$ cat src/hw/rtl/bdc_pkg.sv
// ----------------------------------------------------------------------------
// bdc_pkg - shared types and constants of the binary / DPD codec
// Operation codes, range limits and the stage records passed between the
// pipeline stages.
// ----------------------------------------------------------------------------
package bdc_pkg;

  // declets handled by the codec
  localparam int unsigned DeclCount = 4;
  // declets that fit in the 40-bit operand word
  localparam int unsigned HwGroups  = 4;
  // declets that carry data
  localparam int unsigned ActGroups = (DeclCount < HwGroups) ? DeclCount : HwGroups;

  // 1000 to the power n, elaboration time only
  function automatic logic [63:0] pow1000(int unsigned n);
    logic [63:0] acc;
    acc = 64'd1;
    for (int unsigned g = 0; g < n; g++) begin
      acc = acc * 64'd1000;
    end
    return acc;
  endfunction

  localparam logic [63:0] ValueMax   = 64'd2147483647;
  localparam logic [63:0] GroupCapM1 = pow1000(DeclCount) - 64'd1;
  localparam logic [63:0] EncLimit64 = (GroupCapM1 < ValueMax) ? GroupCapM1 : ValueMax;
  // largest value that encode accepts
  localparam logic [39:0] EncLimit   = EncLimit64[39:0];
  // decode saturation value
  localparam logic [39:0] SatValue   = ValueMax[39:0];
  // declet count reported on decode
  localparam logic [2:0]  DecCount   = 3'(DeclCount);

  typedef enum logic {
    OpEncode = 1'b0,
    OpDecode = 1'b1
  } op_e;

  // after stage 1: quotients for encode, unpacked groups for decode
  typedef struct packed {
    op_e                         op;
    logic                        err;
    logic [30:0]                 bin;
    logic [21:0]                 q1;   // bin / 10^3
    logic [11:0]                 q2;   // bin / 10^6
    logic [1:0]                  q3;   // bin / 10^9
    logic [HwGroups-1:0][9:0]    dec_grp;
  } s1_t;

  // after stage 2: three-digit groups for encode, binary sum for decode
  typedef struct packed {
    op_e                         op;
    logic                        err;
    logic [HwGroups-1:0][9:0]    enc_grp;
    logic [2:0]                  cnt;
    logic [39:0]                 dec_sum;
  } s2_t;

endpackage

$ cat src/hw/rtl/binary_dpd_codec.sv
// ----------------------------------------------------------------------------
// binary_dpd_codec - binary / densely packed decimal converter
// Encodes a binary integer into four declets or decodes four declets into
// a binary integer.
// ----------------------------------------------------------------------------
// Usage:
//   A transaction is taken at a rising edge with start high and busy low;
//   busy stays low, so one transaction can be issued every cycle.
//   operation_i selects encode (0) or decode (1); operand_value_i carries
//   the binary number or the packed declets, lowest group in bits 9:0.
//   Each result is shown for one cycle with done_o high. done_o rises once
//   the transaction has passed the input register and the split, merge and
//   pack stage registers; results come out in issue order.
//   Throughput is one transaction per cycle, set by the four register
//   stages: input register, reciprocal dividers / declet unpack, group
//   remainders / weighted sum, and digit split / declet pack.
//   Encode values above the limit give 0, one declet and range_error_o;
//   decode results above 2147483647 saturate and flag range_error_o.
//   Reset clears all valid flags; work in flight is dropped. The receiver
//   cannot stall, so no backpressure path exists.
// ----------------------------------------------------------------------------
module binary_dpd_codec import bdc_pkg::*; (
  input  logic        clk_i,
  input  logic        rst_ni,
  input  logic        start,
  output logic        busy,
  input  logic        operation_i,
  input  logic [39:0] operand_value_i,
  output logic        done_o,
  output logic [39:0] result_value_o,
  output logic [2:0]  declet_count_o,
  output logic        range_error_o
);

  logic        accept;
  logic        in_valid_q;
  op_e         op_q;
  logic [39:0] operand_q;
  logic        s1_valid;
  s1_t         s1_stage;
  logic        s2_valid;
  s2_t         s2_stage;

  // fully pipelined, never busy
  assign busy   = 1'b0;
  assign accept = start & ~busy;

  // input register: valid flag
  always_ff @(posedge clk_i or negedge rst_ni) begin
    if (!rst_ni) begin
      in_valid_q <= 1'b0;
    end else begin
      in_valid_q <= accept;
    end
  end

  // input register: payload
  always_ff @(posedge clk_i) begin
    op_q      <= op_e'(operation_i);
    operand_q <= operand_value_i;
  end

  bdc_split u_split (
    .clk_i     (clk_i),
    .rst_ni    (rst_ni),
    .valid_i   (in_valid_q),
    .op_i      (op_q),
    .operand_i (operand_q),
    .valid_o   (s1_valid),
    .stage_o   (s1_stage)
  );

  bdc_merge u_merge (
    .clk_i   (clk_i),
    .rst_ni  (rst_ni),
    .valid_i (s1_valid),
    .stage_i (s1_stage),
    .valid_o (s2_valid),
    .stage_o (s2_stage)
  );

  bdc_pack u_pack (
    .clk_i          (clk_i),
    .rst_ni         (rst_ni),
    .valid_i        (s2_valid),
    .stage_i        (s2_stage),
    .done_o         (done_o),
    .result_value_o (result_value_o),
    .declet_count_o (declet_count_o),
    .range_error_o  (range_error_o)
  );

  // every result strobe traces back to an accepted transaction
  a_done_has_source: assert property (@(posedge clk_i) disable iff (!rst_ni)
    done_o |-> $past(accept, 4))
    else $error("result strobe without a matching transaction");

  // an error gives either the encode reject pattern or decode saturation
  a_error_pattern: assert property (@(posedge clk_i) disable iff (!rst_ni)
    (done_o && range_error_o) |->
      ((result_value_o == '0 && declet_count_o == 3'd1) ||
       (result_value_o == SatValue && declet_count_o == DecCount)))
    else $error("range error with unexpected result");

  // declet count stays within the codec width
  a_count_range: assert property (@(posedge clk_i) disable iff (!rst_ni)
    done_o |-> (declet_count_o != 3'd0 && declet_count_o <= DecCount))
    else $error("declet count out of range");

endmodule

$ cat src/hw/rtl/bdc_split.sv
// ----------------------------------------------------------------------------
// bdc_split - first pipeline stage of the codec
// Encode: range check and reciprocal division by 10^3, 10^6 and 10^9.
// Decode: unpacks each declet into its three-digit group value.
// ----------------------------------------------------------------------------
module bdc_split import bdc_pkg::*; (
  input  logic        clk_i,
  input  logic        rst_ni,
  input  logic        valid_i,
  input  op_e         op_i,
  input  logic [39:0] operand_i,
  output logic        valid_o,
  output s1_t         stage_o
);

  // reciprocals: floor(v / d) = (v * ceil(2^s / d)) >> s, exact for v < 2^31
  localparam logic [62:0] Recip3 = 63'd2199023256;  // s = 41
  localparam logic [62:0] Recip6 = 63'd2251799814;  // s = 51
  localparam logic [62:0] Recip9 = 63'd2305843010;  // s = 61

  // declet to group value (0..999), non-canonical codes included
  function automatic logic [9:0] decode_group(logic [9:0] dcl);
    logic p, q, r, s, t, u, v, w, x, y;
    logic a, b, c, d, e, f, g, h, i, j, k, m;
    logic [3:0] hd, td, ud;
    {p, q, r, s, t, u, v, w, x, y} = dcl;
    a = v & w & (~s | t | ~x);
    b = p & (~v | ~w | (s & ~t & x));
    c = q & (~v | ~w | (s & ~t & x));
    d = r;
    e = v & ((~w & x) | (~t & x) | (s & x));
    f = (s & (~v | ~x)) | (p & ~s & t & v & w & x);
    g = (t & (~v | ~x)) | (q & ~s & t & w);
    h = u;
    i = v & ((~w & ~x) | (w & x & (s | t)));
    j = (~v & w) | (s & v & ~w & x) | (p & w & (~x | (~s & ~t)));
    k = (~v & x) | (t & ~w & x) | (q & v & w & (~x | (~s & ~t)));
    m = y;
    hd = {a, b, c, d};
    td = {e, f, g, h};
    ud = {i, j, k, m};
    return 10'(hd) * 10'd100 + 10'(td) * 10'd10 + 10'(ud);
  endfunction

  logic        in_range;
  logic [30:0] bin;
  logic [62:0] prod3, prod6, prod9;
  s1_t         stage_d;
  logic        valid_q;
  s1_t         stage_q;

  // out-of-range encode operands are zeroed, which gives result 0, count 1
  assign in_range = (operand_i <= EncLimit);
  assign bin      = in_range ? operand_i[30:0] : '0;

  assign prod3 = 63'(bin) * Recip3;
  assign prod6 = 63'(bin) * Recip6;
  assign prod9 = 63'(bin) * Recip9;

  // stage record
  always_comb begin
    stage_d.op  = op_i;
    stage_d.err = (op_i == OpEncode) ? ~in_range : 1'b0;
    stage_d.bin = bin;
    stage_d.q1  = prod3[62:41];
    stage_d.q2  = prod6[62:51];
    stage_d.q3  = prod9[62:61];
    for (int unsigned gi = 0; gi < HwGroups; gi++) begin
      if (gi < ActGroups) begin
        stage_d.dec_grp[gi] = decode_group(operand_i[10*gi +: 10]);
      end else begin
        stage_d.dec_grp[gi] = '0;
      end
    end
  end

  // valid flag
  always_ff @(posedge clk_i or negedge rst_ni) begin
    if (!rst_ni) begin
      valid_q <= 1'b0;
    end else begin
      valid_q <= valid_i;
    end
  end

  // payload
  always_ff @(posedge clk_i) begin
    stage_q <= stage_d;
  end

  assign valid_o = valid_q;
  assign stage_o = stage_q;

endmodule

$ cat src/hw/rtl/bdc_merge.sv
// ----------------------------------------------------------------------------
// bdc_merge - second pipeline stage of the codec
// Encode: forms the base-1000 groups and the number of declets used.
// Decode: weights the group values into one binary sum.
// ----------------------------------------------------------------------------
module bdc_merge import bdc_pkg::*; (
  input  logic clk_i,
  input  logic rst_ni,
  input  logic valid_i,
  input  s1_t  stage_i,
  output logic valid_o,
  output s2_t  stage_o
);

  logic [31:0] rem0;
  logic [21:0] rem1;
  logic [11:0] rem2;
  s2_t         stage_d;
  logic        valid_q;
  s2_t         stage_q;

  // remainders of the successive quotients
  assign rem0 = {1'b0, stage_i.bin} - 32'(stage_i.q1) * 32'd1000;
  assign rem1 = stage_i.q1 - 22'(stage_i.q2) * 22'd1000;
  assign rem2 = stage_i.q2 - 12'(stage_i.q3) * 12'd1000;

  // stage record
  always_comb begin
    stage_d.op         = stage_i.op;
    stage_d.err        = stage_i.err;
    stage_d.enc_grp[0] = rem0[9:0];
    stage_d.enc_grp[1] = rem1[9:0];
    stage_d.enc_grp[2] = rem2[9:0];
    stage_d.enc_grp[3] = {8'b0, stage_i.q3};
    // highest nonzero group sets the count, zero still takes one declet
    stage_d.cnt = 3'd1;
    for (int unsigned gi = 1; gi < HwGroups; gi++) begin
      if (stage_d.enc_grp[gi] != '0) begin
        stage_d.cnt = 3'(gi + 1);
      end
    end
    stage_d.dec_sum = 40'(stage_i.dec_grp[3]) * 40'd1000000000
                    + 40'(stage_i.dec_grp[2]) * 40'd1000000
                    + 40'(stage_i.dec_grp[1]) * 40'd1000
                    + 40'(stage_i.dec_grp[0]);
  end

  // valid flag
  always_ff @(posedge clk_i or negedge rst_ni) begin
    if (!rst_ni) begin
      valid_q <= 1'b0;
    end else begin
      valid_q <= valid_i;
    end
  end

  // payload
  always_ff @(posedge clk_i) begin
    stage_q <= stage_d;
  end

  assign valid_o = valid_q;
  assign stage_o = stage_q;

endmodule

$ cat src/hw/rtl/bdc_pack.sv
// ----------------------------------------------------------------------------
// bdc_pack - last pipeline stage and result register of the codec
// Encode: splits each group into BCD digits and packs the declets.
// Decode: saturates the binary sum.
// ----------------------------------------------------------------------------
module bdc_pack import bdc_pkg::*; (
  input  logic        clk_i,
  input  logic        rst_ni,
  input  logic        valid_i,
  input  s2_t         stage_i,
  output logic        done_o,
  output logic [39:0] result_value_o,
  output logic [2:0]  declet_count_o,
  output logic        range_error_o
);

  // group value (0..999) to declet
  function automatic logic [9:0] encode_group(logic [9:0] grp);
    logic [15:0] hp;
    logic [17:0] tp;
    logic [3:0]  hd;
    logic [6:0]  q10;
    logic [6:0]  tdw;
    logic [9:0]  udw;
    logic a, b, c, d, e, f, g, h, i, j, k, m;
    logic p, q, r, s, t, u, v, w, x, y;
    // x/100 = (x*41)>>12 and x/10 = (x*205)>>11 for x < 1000
    hp  = 16'(grp) * 16'd41;
    hd  = hp[15:12];
    tp  = 18'(grp) * 18'd205;
    q10 = tp[17:11];
    tdw = q10 - 7'(hd) * 7'd10;
    udw = grp - 10'(q10) * 10'd10;
    {a, b, c, d} = hd;
    {e, f, g, h} = tdw[3:0];
    {i, j, k, m} = udw[3:0];
    p = b | (a & j) | (a & f & i);
    q = c | (a & k) | (a & g & i);
    r = d;
    s = (f & (~a | ~i)) | (~a & e & j) | (e & i);
    t = g | (~a & e & k) | (a & i);
    u = h;
    v = a | e | i;
    w = a | (e & i) | (~e & j);
    x = e | (a & i) | (~a & k);
    y = m;
    return {p, q, r, s, t, u, v, w, x, y};
  endfunction

  logic [39:0] packed_w;
  logic        over;
  logic [39:0] result_d;
  logic [2:0]  count_d;
  logic        error_d;
  logic        done_q;
  logic [39:0] result_q;
  logic [2:0]  count_q;
  logic        error_q;

  // declet packing, lowest group lowest
  always_comb begin
    for (int unsigned gi = 0; gi < HwGroups; gi++) begin
      packed_w[10*gi +: 10] = encode_group(stage_i.enc_grp[gi]);
    end
  end

  assign over = (stage_i.dec_sum > SatValue);

  // result select
  always_comb begin
    case (stage_i.op)
      OpDecode: begin
        result_d = over ? SatValue : stage_i.dec_sum;
        count_d  = DecCount;
        error_d  = over;
      end
      default: begin
        result_d = packed_w;
        count_d  = stage_i.cnt;
        error_d  = stage_i.err;
      end
    endcase
  end

  // strobe
  always_ff @(posedge clk_i or negedge rst_ni) begin
    if (!rst_ni) begin
      done_q <= 1'b0;
    end else begin
      done_q <= valid_i;
    end
  end

  // result payload
  always_ff @(posedge clk_i) begin
    result_q <= result_d;
    count_q  <= count_d;
    error_q  <= error_d;
  end

  assign done_o         = done_q;
  assign result_value_o = result_q;
  assign declet_count_o = count_q;
  assign range_error_o  = error_q;

endmodule
$ cat config.mk
export PLATFORM = sky130hd
export DESIGN_NAME = binary_dpd_codec
export DESIGN_NICKNAME = d
export VERILOG_FILES = /design/src/hw/rtl/bdc_pkg.sv /design/src/hw/rtl/binary_dpd_codec.sv /design/src/hw/rtl/bdc_split.sv /design/src/hw/rtl/bdc_merge.sv /design/src/hw/rtl/bdc_pack.sv
export SDC_FILE = /design/constraint.sdc
export NUM_CORES = 2
export LEC_CHECK = 0
export BUFFER_PORTS_ARGS = -buffer_cell sky130_fd_sc_hd__buf_2
export CORE_UTILIZATION = 25
export CTS_CLUSTER_SIZE = 14
export DETAILED_ROUTE_END_ITERATION = 10
export GPL_ROUTABILITY_DRIVEN = 0
export GPL_TIMING_DRIVEN = 1
export RECOVER_POWER = 25
export REMOVE_ABC_BUFFERS = 1
export SLEW_MARGIN = 40
export SYNTH_ARGS = -nofsm -noshare
export SYNTH_HDL_FRONTEND = slang
export SYNTH_SLANG_ARGS = --single-unit
$ cat constraint.sdc
create_clock -name clk_i -period 10.06 [get_ports clk_i]
set_input_delay 2.012 -clock clk_i [delete_from_list [all_inputs] [get_ports clk_i]]
set_output_delay 2.012 -clock clk_i [all_outputs]
set_load 0.01 [all_outputs]
Word level (Yosys, flattened, before mapping)
Cells that the tools add are included.

operators by class
  multipliers = 31
  bitwise logic cells = 361
  $add $sub $neg = 22
  shift-type cells = 0
  reduce and logical (&&, ||, !) cells = 3
  multiplexer cells = 6
  order comparisons = 2
  divide/modulo/power cells = 0
  eq/ne operators = 0

operators by type and width
  kind                                                              number
  bitwise AND 1 bit                                                 199
  multiplier 31 x 31 -> 62 bit, second input constant               2
  bitwise OR 1 bit                                                  120
  two-way mux 40 bit                                                2
  multiplier 31 x 29 -> 60 bit, second input constant               1
  multiplier 10 x 8 -> 18 bit, second input constant                3
  multiplier 10 x 6 -> 16 bit, second input constant                3
  adder 10 x 4 -> 10 bit                                            4
  adder 10 x 8 -> 10 bit                                            4
  adder 40 x 10 -> 40 bit                                           1
  adder 40 x 20 -> 40 bit                                           1
  adder 40 x 30 -> 40 bit                                           1
  > comparator 40 x 31 -> 1 bit, second input constant              1
  less-or-equal comparator 40 x 31 -> 1 bit, second input constant  1
  multiplier 4 x 5 -> 8 bit, second input constant                  4
  inverter 1 bit                                                    32
  multiplier 10 x 21 -> 31 bit, second input constant               1
  two-way mux 31 bit                                                1
  subtractor 10 bit                                                 3
  multiplier 4 x 3 -> 7 bit, second input constant                  4
  multiplier 10 x 14 -> 24 bit, second input constant               1
  subtractor 4 bit                                                  6
  multiplier 22 x 7 -> 7 bit, second input constant                 1
  multiplier 7 x 3 -> 3 bit, second input constant                  3
  16 further kinds                                                  26

word-level totals
  memories kept = 0
  output and inout port bits = 46
  register bits after elaboration = 254
  bits in writable memories = 0
  ROM bits = 0
  bits in latches = 0
  bits of input ports = 44

Depth between registers and ports, before layout
  depth after elaboration = 10
  mapped depth = 37
  depth with buffers taken out = 32

Modules after synthesis
Synthesis repeated with hierarchy kept, for this count alone.

second synthesis, totals
  cells, all modules = 7047
  area total of the unflattened synthesis = 69349.0 um^2

by module, submodules not included
  module            cells each  instances  area an instance (um^2)
  bdc_split         4566        1          45494.9
  bdc_merge         1348        1          13017.5
  bdc_pack          1089        1          9979.6
  binary_dpd_codec  44          1          857.1

Worst setup path before layout
No wires, ideal clock.

  kind = register to register
  start = reg operand_q[32]
  end = reg u_split.stage_q (netlist bit u_split.stage_o[51])
  period minus slack after synthesis = 9.338 ns
  setup time = 0.128 ns
  arrival = 9.210 ns
  required time = 9.932 ns
  cell stages (with the launch flop) = 34
  path slack = 0.722 ns
  cell sequence = dfxtp_1 > clkbuf_1 > nor2_1 > and4_1 > clkbuf_1 > clkbuf_1 > clkbuf_1 > clkbuf_1 > nand2_1 > inv_1 > fa_1 > fa_1 > inv_1 > fa_1 > fa_1 > inv_1 > fa_1 > fa_1 > fa_1 > inv_1 > fa_1 > inv_1 > ha_1 > a21o_1 > a21o_1 > a211o_1 > a31oi_1 > o21ai_0 > o311ai_1 > a21oi_1 > o31a_1 > o41ai_2 > mux2i_1 > nand4_1

on the way
  longest elaborated chain between the ends = 3

RTL lines
  what                                       RTL line                text
  start: declaration                         binary_dpd_codec.sv:38  logic [39:0] operand_q;
  start signal: assignment                   binary_dpd_codec.sv:60  operand_q <= operand_value_i;
  less-or-equal comparator 40 x 31 -> 1 bit  bdc_split.sv:53         assign in_range = (operand_i <= EncLimit);
  two-way mux 31 bit                         bdc_split.sv:54         assign bin = in_range ? operand_i[30:0] : '0;
  multiplier 31 x 31 -> 62 bit               bdc_split.sv:57         assign prod6 = 63'(bin) * Recip6;
  net u_split.prod6[60]                      bdc_split.sv:47         logic [62:0] prod3, prod6, prod9;
  end signal: assignment                     bdc_split.sv:88         stage_q <= stage_d;
  end: declaration                           bdc_split.sv:50         s1_t stage_q;

The timed path passes the listed nets, and every way through them passes these cells.
A chain may end at the register's enable or synchronous reset.

Worst setup path in the final report
  start = reg operand_q[32]
  end = reg u_split.stage_q (netlist bit u_split.stage_o[51])

on the way
  longest elaborated chain between the ends = 3

RTL lines
  what                                       RTL line         text
  less-or-equal comparator 40 x 31 -> 1 bit  bdc_split.sv:53
  two-way mux 31 bit                         bdc_split.sv:54
  net u_split.bin[7]                         bdc_split.sv:46  logic [30:0] bin;
  multiplier 31 x 31 -> 62 bit               bdc_split.sv:57
  net u_split.prod6[60]                      bdc_split.sv:47

The timed path passes the listed nets, and every way through them passes these cells.

==> metrics.md <==
| Metric | Value |
|---|---|
| Avg Inst Size Synth | 10.0 sq um |
| Hold path depth | 0 |
| Routed length on met3 | 17.1 mm |
| Initial DRC count | 2909 |
| Synth unique cells | 72 |
| Hold_buf cts | 0 |
| Slew Viols, Final | 28 |
| Vias in the first global route | 47700 |
| Later-pin clock latency in the skew report | 0.63 ns |
| Root buffer cell | clkbuf_16 |
| Post-synth EDFFs | 0 |
| Failing checks | DRC, capacitance limit, slew limit |
| #FFs+latches synth | 240 |
| WL met2 | 84.1 mm |
| Worst-Margin Slew | 1.99 ns |
| Max Freq | 0.103 GHz |
| Post-synthesis sequential area ratio | 7.61% |
| Synth Cell Area | 63400 sq um |
| Clock sinks | 240 |
| # rows | 184 |
| Fill cell count | 26200 |
| Fin crit share | 96.9% |
| First-pass DRT Iterations | 11 |
| Num CTS Buffers | 31 |
| CP peak stage delay | 0.66 ns |
| Hold Fails Final Rpt | 0 |
| Endpoint arrival time on the critical path | 10.25 ns |
| Syn Inst Count | 6317 |
| Synth Flop Type | dfxtp_1 |
| M1 WL | 75.1 mm |
| Buffer count from post-CTS setup fixing | 0 |
| CP required | 10.57 ns |
| CP Class | reg -> reg |
| Die area | 256000 sq um |
| Maximum fanout along the worst path | 26 |
| IO Count | 90 |
| Shortest period the worst path allows | 9.74 ns |
| RSZ-0062 raised after global routing | false |
| H-tree depth | 1 |
| Min-Delay Path Class | reg -> reg |
| Chip Height | 506 um |
| Resized cells post-CTS | 0 |
| Core Area | 252000 sq um |
| Worst-path clk slew | 0.06 ns |
| Syn-to-layout area delta | 10.2% |
| CTS tree | built |
| Vias | 44200 |
| Setup Viol. Count Final | 0 |
| Slowest cell on the critical path | xnor2_1 |
| CP Capture Type | flip-flop |
| Antenna-violating nets left | 0 |
| Non-filler cells, final | 9894 |
| Status | finished, violations left |
| Placed instance count | 9833 |
| Initial antenna violation count | 8 |
| IO Port Bufs | 88 |
| WL/cell | 18.9 um |
| Total Negative Setup Slacks | 0 ns |
| Routed wire length | 187 mm |
| GR Overflow Total | 0 |
| Initial core utilization | 25.2% |
| Highest Signal Layer | met5 |
| Worst slew margin | -32.7% |
| FFs w/ async S/R, synth | 1.67% |
| DRC | 51 |
| YS warnings | 0 |
| Total Nets Final | 9242 |
| Crit start category | flip-flop |
| Gr usage total | 14.7% |
| Clk_skew | 0.0226 ns |
| Via-to-Cell Ratio | 4.47 |
| Die X | 506 um |
| DP HPWL | 166 mm |
| Ratio of cells with drive above 1 in the final layout | 4.40% |
| FF-to-FF path depth | 30 |
| First-pass GRT wire length | 287 mm |
| Max_cap viols | 1 |
| CTS max path bufs | 3 |
| Largest net degree at the start of global routing | 33 |
==> layout make-up <==
type | instances | area, sq um | area share [%]
multi-input combinational | 4172 | 51400 | 73.6
inverter | 1878 | 7050 | 10.1
sequential | 240 | 4830 | 6.91
tap | 3348 | 4190 | 6.00
timing repair buffer | 196 | 1240 | 1.78
clock buffer | 37 | 838 | 1.20
clock inverter | 19 | 250 | 0.358
antenna | 4 | 10.0 | 0.0143
==> worst paths after layout <==
| path | start | endpoint | slack, ns |
|---|---|---|---|
| setup reg to reg | operand_q[32] | u_split.stage_o[51] | 0.32 |
| max in group asynchronous | rst_ni | u_merge.valid_o | 8.68 |
| min in group asynchronous | rst_ni | u_pack.done_o | 1.20 |
| hold reg to reg | u_split.stage_o[107] | u_merge.stage_o[83] | 0.32 |
| hold / removal | u_split.stage_o[107] | u_merge.stage_o[83] | 0.32 |
| setup / recovery | operand_q[32] | u_split.stage_o[51] | 0.32 |
==> metal layers <==
layer	vias to the layer above	global-route usage [%]
li1	20100	-
met1	22000	18.3
met2	1608	23.7
met3	469	3.77
met4	4	6.95
met5	-	0
==> cell families after synthesis <==
group / Yosys count / synth area share [%]
AO/OA/AOI/OAI: 599 / 6.16
AND/OR/NAND/NOR: 565 / 4.31
adder cells (fa/ha/maj): 2679 / 66.1
other: 1 / 0.00591
flip-flops: 240 / 7.61
XOR/XNOR: 306 / 4.27
multiplexers: 14 / 0.227
buffers and inverters: 1913 / 11.3
==> state kept, by name, summed over array words and instances (netlist names) <==
| name | cells |
|---|---|
| in_valid_q | 1 |
| op_q | 1 |
| operand_q | 40 |
| u_merge.stage_o | 77 |
| u_merge.valid_o | 1 |
| u_pack.declet_count_o | 3 |
| u_pack.done_o | 1 |
| u_pack.range_error_o | 1 |
| u_pack.result_value_o | 40 |
| u_split.stage_o | 74 |
| u_split.valid_o | 1 |
==> worst max-delay path: cells and delay by family (launching register included) <==
| kind | cells | cell delay (ns) |
|---|---|---|
| adder cells (fa/ha/maj) | 8 | 3.68 |
| AO/OA/AOI/OAI | 8 | 2.03 |
| AND/OR/NAND/NOR | 4 | 1.21 |
| buffers and inverters | 7 | 1.18 |
| XOR/XNOR | 2 | 0.85 |
| flip-flops | 1 | 0.39 |
| multiplexers | 1 | 0.25 |
==> cell usage in the layout, fill, tap and decap left out, types with 11 or more instances in the layout <==
cell / instances
nor2b_1: 41
nor3_1: 40
buf_2: 87
a31oi_1: 18
a21oi_1: 186
dfxtp_1: 235
nand2b_1: 23
and3_1: 26
nor2_1: 139
ha_1: 1562
a21o_1: 105
xor2_1: 84
mux2i_1: 11
nand2_1: 154
o22a_1: 13
o21ai_0: 96
or2_2: 21
clkbuf_16: 31
buf_4: 106
and2_1: 25
o21bai_1: 37
xnor2_1: 220
nand3_1: 41
fa_1: 1117
a211oi_1: 16
o21a_1: 26
nand4_1: 27
inv_1: 1877
==> through the flow <==
stage / worst slack, ns / utilization (%) / hold WS, ns / cell area [sq um]
floorplan: 0.866 / - / 0.310 / 63300
global placement: 0.693 / 27.3 / 0.310 / 68700
detailed placement: 0.582 / 27.3 / 0.312 / 68700
CTS: 0.554 / 27.8 / 0.323 / 69800
global route: 0.100 / 27.8 / 0.338 / 69800
finish: 0.315 / 27.8 / 0.320 / 69800
==> Yosys cell counts, drive strengths merged (33+ instances only) <==
cell type	count	share of area (%)
dfxtp	236	7.5
nand3	42	0.33
xnor2	220	3.0
inv	1878	11
clkbuf	33	0.20
nor2b	41	0.40
nor2	139	0.82
o21ai	97	0.77
a21o	105	1.2
nor3	40	0.32
a21oi	189	1.5
o21bai	37	0.44
fa	1117	35
nand2	154	0.91
ha	1562	31
xor2	84	1.2
Power is left out: the tool's default activity adds up to more than one toggle a clock period on the data nets, which glitch-free logic cannot reach.
